### src/design/multichannel_percent_pwm_generator_core_assert.svh
// Assertion macros shared by the PWM core modules.
`ifndef MULTICHANNEL_PERCENT_PWM_GENERATOR_CORE_ASSERT_SVH
`define MULTICHANNEL_PERCENT_PWM_GENERATOR_CORE_ASSERT_SVH

`ifndef SYNTH
// Plain property, checked on every clock edge out of reset.
`define MPPG_ASSERT(lbl, prop, msg) \
  lbl: assert property (@(posedge clk_i) disable iff (!rst_ni) (prop)) else $error(msg);
// Same-cycle implication.
`define MPPG_ASSERT_IMP(lbl, ante, cons, msg) \
  lbl: assert property (@(posedge clk_i) disable iff (!rst_ni) (ante) |-> (cons)) \
    else $error(msg);
// Next-cycle implication.
`define MPPG_ASSERT_NXT(lbl, ante, cons, msg) \
  lbl: assert property (@(posedge clk_i) disable iff (!rst_ni) (ante) |=> (cons)) \
    else $error(msg);
`else
`define MPPG_ASSERT(lbl, prop, msg)
`define MPPG_ASSERT_IMP(lbl, ante, cons, msg)
`define MPPG_ASSERT_NXT(lbl, ante, cons, msg)
`endif

`endif

### src/design/mppg_pkg.sv
package mppg_pkg;

  localparam int CHANNELS = 21;
  localparam int CH_IDX_W = (CHANNELS > 1) ? $clog2(CHANNELS) : 1;

  localparam int LEVEL_W   = 21;
  localparam int CHAN_W    = 5;
  localparam int DUTY_IN_W = 8;
  localparam int DUTY_W    = 7;
  localparam int CNT_W     = 16;
  localparam int CMP_W     = 17;
  localparam int PROD_W    = 23;
  localparam int CFG_IDX_W = 2;

  localparam logic [DUTY_W-1:0] DUTY_MAX     = 7'd100;
  localparam logic [CNT_W-1:0]  PRESCALE_RST = 16'd83;
  localparam logic [CNT_W-1:0]  PERIOD_RST   = 16'd4999;

  // floor(p / 100) = (p * RECIP_M) >> RECIP_SHIFT for every p below 2**23
  localparam int RECIP_SHIFT = 30;
  localparam int RECIP_W     = 24;
  localparam int RECIP_PW    = PROD_W + RECIP_W;
  localparam logic [RECIP_W-1:0] RECIP_M = 24'd10737419;

  localparam logic [CFG_IDX_W-1:0] CFG_PRESCALE = 2'd0;
  localparam logic [CFG_IDX_W-1:0] CFG_PERIOD   = 2'd1;

  typedef enum logic [1:0] {
    OP_TICK = 2'd0,
    OP_SET  = 2'd1,
    OP_READ = 2'd2,
    OP_STOP = 2'd3
  } opcode_e;

  typedef struct packed {
    logic latch;
    logic mul;
    logic div;
    logic exec;
    logic resp;
  } ctrl_cmd_t;

endpackage

### src/design/mppg_ctrl.sv
module mppg_ctrl
  import mppg_pkg::*;
(
  input  logic        clk_i,
  input  logic        rst_ni,
  input  logic        start,
  input  logic [1:0]  opcode_i,
  output logic        busy,
  output ctrl_cmd_t   cmd_o
);

  localparam logic [2:0] S_IDLE = 3'd0;
  localparam logic [2:0] S_MUL  = 3'd1;
  localparam logic [2:0] S_DIV  = 3'd2;
  localparam logic [2:0] S_EXEC = 3'd3;
  localparam logic [2:0] S_RESP = 3'd4;

  logic [2:0] state_q, state_d;
  logic       accept;

  // the response cycle also takes the next word
  assign busy   = !((state_q == S_IDLE) || (state_q == S_RESP));
  assign accept = start && !busy;

  always_comb begin
    state_d = state_q;
    unique case (state_q)
      S_IDLE, S_RESP: begin
        if (start) begin
          state_d = (opcode_i == OP_SET) ? S_MUL : S_EXEC;
        end else begin
          state_d = S_IDLE;
        end
      end
      S_MUL:   state_d = S_DIV;
      S_DIV:   state_d = S_EXEC;
      S_EXEC:  state_d = S_RESP;
      default: state_d = S_IDLE;
    endcase
  end

  always_ff @(posedge clk_i or negedge rst_ni) begin
    if (!rst_ni) begin
      state_q <= S_IDLE;
    end else begin
      state_q <= state_d;
    end
  end

  assign cmd_o.latch = accept;
  assign cmd_o.mul   = (state_q == S_MUL);
  assign cmd_o.div   = (state_q == S_DIV);
  assign cmd_o.exec  = (state_q == S_EXEC);
  assign cmd_o.resp  = (state_q == S_RESP);

`include "multichannel_percent_pwm_generator_core_assert.svh"

  `MPPG_ASSERT_IMP(a_resp_after_exec, state_q == S_RESP, $past(state_q) == S_EXEC, "resp without exec")
  `MPPG_ASSERT_NXT(a_div_to_exec, state_q == S_DIV, state_q == S_EXEC, "div not followed by exec")
  `MPPG_ASSERT_IMP(a_mul_only_set, state_q == S_MUL, $past(accept && (opcode_i == OP_SET)), "mul without set")

endmodule

### src/design/mppg_dp.sv
module mppg_dp
  import mppg_pkg::*;
(
  input  logic                  clk_i,
  input  logic                  rst_ni,
  input  ctrl_cmd_t             cmd_i,
  input  logic [1:0]            opcode_i,
  input  logic [CHAN_W-1:0]     channel_i,
  input  logic [DUTY_IN_W-1:0]  duty_percent_i,
  input  logic                  cfg_we_i,
  input  logic [CFG_IDX_W-1:0]  cfg_index_i,
  input  logic [CNT_W-1:0]      cfg_data_i,
  output logic [LEVEL_W-1:0]    pwm_levels_o,
  output logic [DUTY_W-1:0]     read_duty_o,
  output logic                  update_event_o
);

  logic [CNT_W-1:0]  prescale_q, period_q;
  logic [CNT_W-1:0]  presc_cnt_q, cnt_q;

  opcode_e           op_q;
  logic [CHAN_W-1:0] ch_q;
  logic [DUTY_W-1:0] duty_q;

  logic [PROD_W-1:0] prod_q;
  logic [CMP_W-1:0]  quot_q;
  logic [RECIP_PW-1:0] recip_full;

  logic [DUTY_W-1:0] duty_store_q [CHANNELS];
  logic [CMP_W-1:0]  preload_q    [CHANNELS];
  logic [CMP_W-1:0]  active_q     [CHANNELS];

  logic [DUTY_W-1:0] rd_q;
  logic              upd_q;

  logic                ch_ok;
  logic [CH_IDX_W-1:0] ch_idx;
  logic [CMP_W-1:0]    period_p1;

  assign ch_ok     = (ch_q < CHAN_W'(CHANNELS));
  assign ch_idx    = ch_q[CH_IDX_W-1:0];
  assign period_p1 = {1'b0, period_q} + CMP_W'(1);

  always_ff @(posedge clk_i or negedge rst_ni) begin
    if (!rst_ni) begin
      prescale_q <= PRESCALE_RST;
      period_q   <= PERIOD_RST;
    end else if (cfg_we_i) begin
      if (cfg_index_i == CFG_PRESCALE) begin
        prescale_q <= cfg_data_i;
      end else if (cfg_index_i == CFG_PERIOD) begin
        period_q <= cfg_data_i;
      end
    end
  end

  // command capture, clamp applied on the way in
  always_ff @(posedge clk_i) begin
    if (cmd_i.latch) begin
      op_q   <= opcode_e'(opcode_i);
      ch_q   <= channel_i;
      duty_q <= (duty_percent_i > DUTY_IN_W'(DUTY_MAX)) ? DUTY_MAX
                                                        : duty_percent_i[DUTY_W-1:0];
    end
  end

  // compare = (period+1)*duty/100 in two multiplier steps
  assign recip_full = RECIP_PW'(prod_q) * RECIP_PW'(RECIP_M);

  always_ff @(posedge clk_i) begin
    if (cmd_i.mul) begin
      prod_q <= PROD_W'(period_p1) * PROD_W'(duty_q);
    end
    if (cmd_i.div) begin
      quot_q <= recip_full[RECIP_SHIFT+CMP_W-1:RECIP_SHIFT];
    end
  end

  always_ff @(posedge clk_i or negedge rst_ni) begin
    if (!rst_ni) begin
      presc_cnt_q <= '0;
      cnt_q       <= '0;
      rd_q        <= '0;
      upd_q       <= 1'b0;
      for (int c = 0; c < CHANNELS; c++) begin
        duty_store_q[c] <= '0;
        preload_q[c]    <= '0;
        active_q[c]     <= '0;
      end
    end else if (cmd_i.exec) begin
      rd_q  <= '0;
      upd_q <= 1'b0;
      case (op_q)
        OP_TICK: begin
          if (presc_cnt_q >= prescale_q) begin
            presc_cnt_q <= '0;
            if (cnt_q >= period_q) begin
              cnt_q <= '0;
              upd_q <= 1'b1;
              for (int c = 0; c < CHANNELS; c++) begin
                active_q[c] <= preload_q[c];
              end
            end else begin
              cnt_q <= cnt_q + CNT_W'(1);
            end
          end else begin
            presc_cnt_q <= presc_cnt_q + CNT_W'(1);
          end
        end
        OP_SET: begin
          if (ch_ok) begin
            duty_store_q[ch_idx] <= duty_q;
            preload_q[ch_idx]    <= quot_q;
          end
        end
        OP_READ: begin
          if (ch_ok) begin
            rd_q <= duty_store_q[ch_idx];
          end
        end
        OP_STOP: begin
          for (int c = 0; c < CHANNELS; c++) begin
            duty_store_q[c] <= '0;
            preload_q[c]    <= '0;
          end
        end
        default: ;
      endcase
    end
  end

  always_comb begin
    pwm_levels_o = '0;
    for (int c = 0; c < CHANNELS; c++) begin
      pwm_levels_o[c] = ({1'b0, cnt_q} < active_q[c]);
    end
  end

  assign read_duty_o    = rd_q;
  assign update_event_o = upd_q;

`include "multichannel_percent_pwm_generator_core_assert.svh"

  `MPPG_ASSERT_IMP(a_upd_cnt_zero, upd_q, cnt_q == '0, "update with counter not at zero")
  `MPPG_ASSERT(a_rd_in_range, rd_q <= DUTY_MAX, "read duty above maximum")
  `MPPG_ASSERT_NXT(a_presc_hold, !cmd_i.exec, $stable(presc_cnt_q), "prescaler moved outside exec")

endmodule

### src/design/multichannel_percent_pwm_generator_core.sv
// Channel  | Handshake                     | Payload
// ---------+-------------------------------+----------------------------------------
// command  | start / busy                  | opcode_i, channel_i, duty_percent_i
// result   | out_valid_o (one-cycle strobe) | pwm_levels_o, read_duty_o, update_event_o
// config   | cfg_valid_i / cfg_ready_o     | cfg_index_i, cfg_data_i
//
// Tick, read and stop words: the word passes the exec state, then the response
// state with the result strobe; a new word is taken in the strobe cycle.
// Set duty: multiply, divide, exec and response states; the multiply and divide
// states run the compare and reciprocal multipliers for the divide by 100.
// Reset clears counters, duties and compares at once; no clearing pass.
// The result side cannot stall: each result is shown for exactly one cycle.
module multichannel_percent_pwm_generator_core
  import mppg_pkg::*;
(
  input  logic                  clk_i,
  input  logic                  rst_ni,
  // command word
  input  logic                  start,
  output logic                  busy,
  input  logic [1:0]            opcode_i,
  input  logic [CHAN_W-1:0]     channel_i,
  input  logic [DUTY_IN_W-1:0]  duty_percent_i,
  // configuration writes
  input  logic                  cfg_valid_i,
  output logic                  cfg_ready_o,
  input  logic [CFG_IDX_W-1:0]  cfg_index_i,
  input  logic [CNT_W-1:0]      cfg_data_i,
  // result word
  output logic                  out_valid_o,
  output logic [LEVEL_W-1:0]    pwm_levels_o,
  output logic [DUTY_W-1:0]     read_duty_o,
  output logic                  update_event_o
);

  ctrl_cmd_t cmd;

  // the user must write registers only while idle; the block itself does not enforce it, so the port is always open
  assign cfg_ready_o = 1'b1;

  mppg_ctrl u_ctrl (
    .clk_i    (clk_i),
    .rst_ni   (rst_ni),
    .start    (start),
    .opcode_i (opcode_i),
    .busy     (busy),
    .cmd_o    (cmd)
  );

  // datapath: counters, duty and compare banks, divide-by-100 multipliers
  mppg_dp u_dp (
    .clk_i          (clk_i),
    .rst_ni         (rst_ni),
    .cmd_i          (cmd),
    .opcode_i       (opcode_i),
    .channel_i      (channel_i),
    .duty_percent_i (duty_percent_i),
    .cfg_we_i       (cfg_valid_i && cfg_ready_o),
    .cfg_index_i    (cfg_index_i),
    .cfg_data_i     (cfg_data_i),
    .pwm_levels_o   (pwm_levels_o),
    .read_duty_o    (read_duty_o),
    .update_event_o (update_event_o)
  );

  // result strobe in the cycle after the word has been applied
  assign out_valid_o = cmd.resp;

endmodule
### config.mk
export PLATFORM = sky130hd
export DESIGN_NAME = multichannel_percent_pwm_generator_core
export DESIGN_NICKNAME = d
export VERILOG_FILES = /design/src/design/mppg_pkg.sv /design/src/design/mppg_ctrl.sv /design/src/design/mppg_dp.sv /design/src/design/multichannel_percent_pwm_generator_core.sv
export VERILOG_INCLUDE_DIRS = /design/src /design/src/design
export SDC_FILE = /design/constraint.sdc
export NUM_CORES = 2
export LEC_CHECK = 0
export ABC_AREA = 1
export BUFFER_PORTS_ARGS = -buffer_cell sky130_fd_sc_hd__buf_2
export CORE_MARGIN = 2
export CORE_UTILIZATION = 45
export DETAILED_ROUTE_END_ITERATION = 16
export PLACE_DENSITY = 0.57
export SLEW_MARGIN = 20
export SYNTH_ARGS = -nofsm -noshare
export SYNTH_HDL_FRONTEND = slang
export SYNTH_SLANG_ARGS = --single-unit
export TNS_END_PERCENT = 30
### constraint.sdc
create_clock -name clk_i -period 7.1 [get_ports clk_i]
set_input_delay 0.355 -clock clk_i [delete_from_list [all_inputs] [get_ports clk_i]]
set_output_delay 0.355 -clock clk_i [all_outputs]
set_load 0.01 [all_outputs]
After elaboration in Yosys (flattened, before gate mapping)
Index checks and enable logic that the tools add are counted.
- $lt $le $gt $ge: 27
- equality and inequality tests: 10
- multiplexer cells: 23
- reductions and logical operators: 15
- add/sub/neg operators: 3
- multiply operators: 2
- bitwise gates (word level): 2
- operators with widths (cell ; count):
    357-bit case mux with 2 select lines ; 1
    357-bit bitwise mux ; 1
    16-bit by 17-bit < comparator with 1-bit output ; 21
    357-bit two-way mux ; 1
    147-bit case mux with 2 select lines ; 1
    147-bit bitwise mux ; 1
    147-bit two-way mux ; 1
    17-bit demux with 5-bit select ; 1
    23-bit by 24-bit multiplier with 47-bit output, second input constant ; 1
    7-bit binary-select mux with 5-bit select ; 1
    7-bit demux with 5-bit select ; 1
    7-bit two-way mux ; 5
    16-bit by 1-bit adder with 16-bit output, second input constant ; 2
    16-bit greater-or-equal comparator ; 2
    16-bit two-way mux ; 2
    17-bit by 7-bit multiplier with 23-bit output ; 1
    16-bit by 1-bit adder with 17-bit output, second input constant ; 1
    17-bit two-way mux ; 1
    3-bit case mux with 4 select lines ; 1
    3-bit AND reduction ; 3
    8-bit by 7-bit > comparator with 1-bit output, second input constant ; 1
    2-bit by 1-bit equality test with 1-bit output, second input constant ; 3
    3-bit by 2-bit equality test with 1-bit output, second input constant ; 2
    6-bit greater-or-equal comparator, second input constant ; 1
    20 further kinds ; 26
- word-level logic and storage cells: 157
- output and inout port bits: 32
- input port bits: 37
- register bits after elaboration: 990

Longest topological paths before layout
- word-level depth: 8
- depth in mapped cells: 28
- gate-level depth less buffers: 28

Modules after synthesis
From an unflattened synthesis, not the netlist that was laid out.
- cell total of the unflattened synthesis: 7563
- area total of the unflattened synthesis: 63302.0 um2
- by module, submodules not included (module ; area each (um2) ; instances ; cells each ; seq. area each (um2)):
    mppg_dp ; 63116.8 ; 1 ; 7538 ; 24982.7
    mppg_ctrl ; 173.9 ; 1 ; 23 ; 75.1
    multichannel_percent_pwm_generator_core ; 11.3 ; 1 ; 2 ; 0.0

Worst setup path before layout
OpenSTA, ideal clock, no wires.
- path kind: reg-to-reg
- from: register u_dp.prod_q[6]
- to: register u_dp.quot_q[9] (data pin)
- stages on the path, launching flop included: 25
- data arrival time: 5414 ps
- setup time: 252 ps
- setup slack: 1434 ps
- clock period less this slack: 5666 ps
- required time: 6848 ps
- cells stage by stage: edfxtp_1 inv_1 fa_1 inv_1 fa_1 inv_1 fa_1 fa_1 inv_1 fa_1 fa_1 inv_1 fa_1 inv_1 ha_1 nand2_1 inv_1 a21oi_1 o21ai_0 nand2_1 nand2_1 nor2_1 nand2_1 nand2_1 nand2_1
- longest elaborated chain between the ends: 1
- ends and longest elaborated chain (item ; RTL line ; RTL):
    from (decl) ; mppg_dp.sv:25 ; logic [PROD_W-1:0] prod_q;
    from (signal assigned) ; mppg_dp.sv:72 ; prod_q <= PROD_W'(period_p1) * PROD_W'(duty_q);
    23-bit by 24-bit multiplier with 47-bit output ; mppg_dp.sv:68 ; assign recip_full = RECIP_PW'(prod_q) * RECIP_PW'(RECIP_M);
    via u_dp.recip_full[39] ; mppg_dp.sv:27 ; logic [RECIP_PW-1:0] recip_full;
    to (signal assigned) ; mppg_dp.sv:75 ; quot_q <= recip_full[RECIP_SHIFT+CMP_W-1:RECIP_SHIFT];
    to (decl) ; mppg_dp.sv:26 ; logic [CMP_W-1:0] quot_q;
The timed path passes the listed nets, and every way through them passes these cells.
A chain may end at the register's enable or synchronous reset.

Final worst setup path
- from: register u_dp.prod_q[6]
- to: register u_dp.quot_q[16] (data pin)
Same word-level chain as after synthesis.

==> results.yml <==
outcome:
  status: "completed"
grt:
  grt_pass1_wl_um: 300000
  grt_max_degree: 198
  grt-ovfl-total: 0
  antenna_found_initial: 3
  grt_usage: 0.267
  grt_pass1_vias: 49985
synthesis:
  synth_top_area_frac: 0.363
  synthTopCellsByArea: "dfrtp_1 (36%), ha_1 (12%), inv_1 (9.5%), nand2_1 (9.4%), fa_1 (8.4%)"
  ys_seq_area_frac: 0.393
  synth.distinct_cells: 51
  synth_nets: 8447
  synthTopCellsByCount: "inv_1 (1617), nand2_1 (1596), dfrtp_1 (925)"
  synth_top_cell_by_area: "dfrtp_1"
  ys_warn_count: 0
  synth_most_common_cell: "inv_1"
  async_flop_share: 0.945
  syn_inst: 7509
  synthFlopType: "dfrtp_1"
  synth_edf_count: 54
  synth.avg_cell_area_um2: 8.49
  syn_area_um2: 63700
  ys_ff_latch: 990
die:
  core-area_um2: 141000
  core.rowCount: 138
  die-area_um2: 145000
  die_h_um: 380
  floorplan.io_pins: 69
  initial_core_util: 0.452
  dieWidth_um: 380
hold_path:
  hold_class: "input port to register"
route:
  met3_length_um: 9550
  initialDrtViolationCount: 3869
  via_per_inst: 5.33
  drc: 0
  ant_nets: 0
  met1_length_um: 86200
  vias: 50463
  wl_per_cell_um: 20.4
  wl_met2_um: 91000
  routed_wl_um: 193000
  route.top_layer_used: "met4"
  drtPass1Iterations: 6
sta:
  slew_viol_final: 0
  tightest_slew_ns: 1.22
  fmax_mhz: 163
  slew_headroom: 0.189
  setup_viol: 0
  fin_crit_ns: 6.12
  grt_setup_unrepaired: "false"
  post-route-period-util: 0.862
  fin_skew_ns: 0.0306
  final_hold_viol_count: 0
  fin_ws_ns: 0.979
  final.setup.tns_ns: 0
clock_network:
  clk_pin_slew_ns: 0.07
  ctsResizeCount: 0
  insertion_delay_ns: 0.74
  numCtsBuffers: 110
  root_buffer: "clkbuf_16"
  cts_tree: "yes"
  cts-htree-levels: 3
  cts.sinks: 990
  clk_path_buf_depth: 3
finish:
  area_growth_pct: 9.88
  nets: 8419
  nFillCells: 13799
  drive_gt1_frac: 0.0585
critical_path:
  worstPathMaxFanout: 7
  crit_type: "register to register"
  end_kind: "register"
  critical_path_required_ns: 7.58
  crit_arrival_ns: 6.60
  critPathLaunchType: "register"
place:
  placement.io_buffers: 67
  hpwl_um: 123000
  gp_congestion: 0.931
  dp_slack_ns: 0.979
run:
  maxCapViolCount: 0
[timing repair]
action                                 4_1_cts  5_1_grt
endpoints found under the hold margin      108        0
setup buffers                                0        0
hold buffers                                32        0
[cell type report]
cell class                      instances  area [µm²]  area share
Tap cell                             1890        2360      0.0338
Multi-Input combinational cell       4554       31100       0.445
Clock inverter                         37         412     0.00588
Timing Repair Buffer                  203        1570      0.0224
Antenna cell                            1        2.50   0.0000357
Clock buffer                          169        3380      0.0483
Inverter                             1622        6090      0.0869
Sequential cell                       990       25100       0.358
[path summary, 6_finish.rpt]
path	start	end	slack, ns	cells past startpoint
worst max-delay path	u_dp.prod_q[6]	u_dp.quot_q[16]	0.98	24
worst min-delay path	duty_percent_i[7]	u_dp.duty_q[0]	0.09	4
worst max register to register	u_dp.prod_q[6]	u_dp.quot_q[16]	0.98	24
worst min register to register	u_dp.active_q[266]	u_dp.active_q[266]	0.47	2
max in group asynchronous	rst_ni	u_dp.cnt_q[1]	4.88	4
min in group asynchronous	rst_ni	u_dp.active_q[318]	0.19	2
[metrics by stage]
step	instances	hold WS, ns	instance area, µm²	utilization
final	9466	0.0914	70000	0.496
after floorplan	7509	0.0594	63700	-
after detailed placement	9227	0.336	65900	0.467
after global placement	9227	0.337	65900	0.467
after CTS	9465	0.0487	70000	0.496
after global routing	9465	0.108	70000	0.496
[metal layers]
layer | up-vias | GRT usage
met1 | 24824 | 0.366
met5 | - | 0
met4 | 0 | 0.0818
li1 | 24242 | -
met2 | 1149 | 0.440
met3 | 248 | 0.0338
[layout by cell type (no fill, tap or decap), types with 5 or more instances in the layout]
cell           count
a21o_1             6
nor2_1           326
nand3_1           97
o22ai_1          504
or2_2              7
o31a_1            21
inv_1           1616
a22oi_1            7
dfrtp_2           15
nor3_1            61
clkbuf_1          24
nand3_4            6
nor2_2             5
clkbuf_16        115
xnor2_1           10
fa_1             268
bufinv_16          6
clkbuf_8          30
a211oi_1          21
a21oi_1          214
edfxtp_1          54
ha_1             633
buf_4             94
o21ai_1           10
buf_2             66
dlygate4sd3_1     32
dfrtp_1          910
a21oi_2           21
xor2_1            37
dfstp_2           11
o31ai_1           21
clkinv_2          20
o2111ai_1          7
o21ai_0          178
o21bai_1          13
nand3_2           14
nand4_1          443
nand2_1         1595
buf_12            10
[state kept, by name, indices dropped and copies added (netlist names), 17 cells and up]
| register | cells |
|---|---|
| u_dp.active_q | 357 |
| u_dp.quot_q | 17 |
| u_dp.prod_q | 23 |
| u_dp.duty_store_q | 147 |
| u_dp.preload_q | 357 |
[worst max-delay path, cell delays in order (launching register included)]
cell and delay (ns):
edfxtp_1 0.53, inv_1 0.15, fa_1 0.52, inv_1 0.08, fa_1 0.50, inv_1 0.05
fa_1 0.49, fa_1 0.52, inv_1 0.05, fa_1 0.47, fa_1 0.56, inv_1 0.06
fa_1 0.52, inv_1 0.04, ha_1 0.31, nand2_1 0.09, inv_1 0.05, a21oi_1 0.30
nand2_1 0.13, nand2_1 0.08, nand2_1 0.06, nand2_1 0.08, nand3_1 0.07, nand2_1 0.06
nand2_1 0.06
[cells by family after synthesis]
group           share of synthesized area
buf+inv                             0.121
flops                               0.393
xor+xnor                          0.00671
compound gates                     0.0970
fa+ha+maj                           0.208
simple gates                        0.174
other cells                     0.0000588
Power is left out: the tool's default activity adds up to more than one toggle a clock period on the data nets, which glitch-free logic cannot reach.
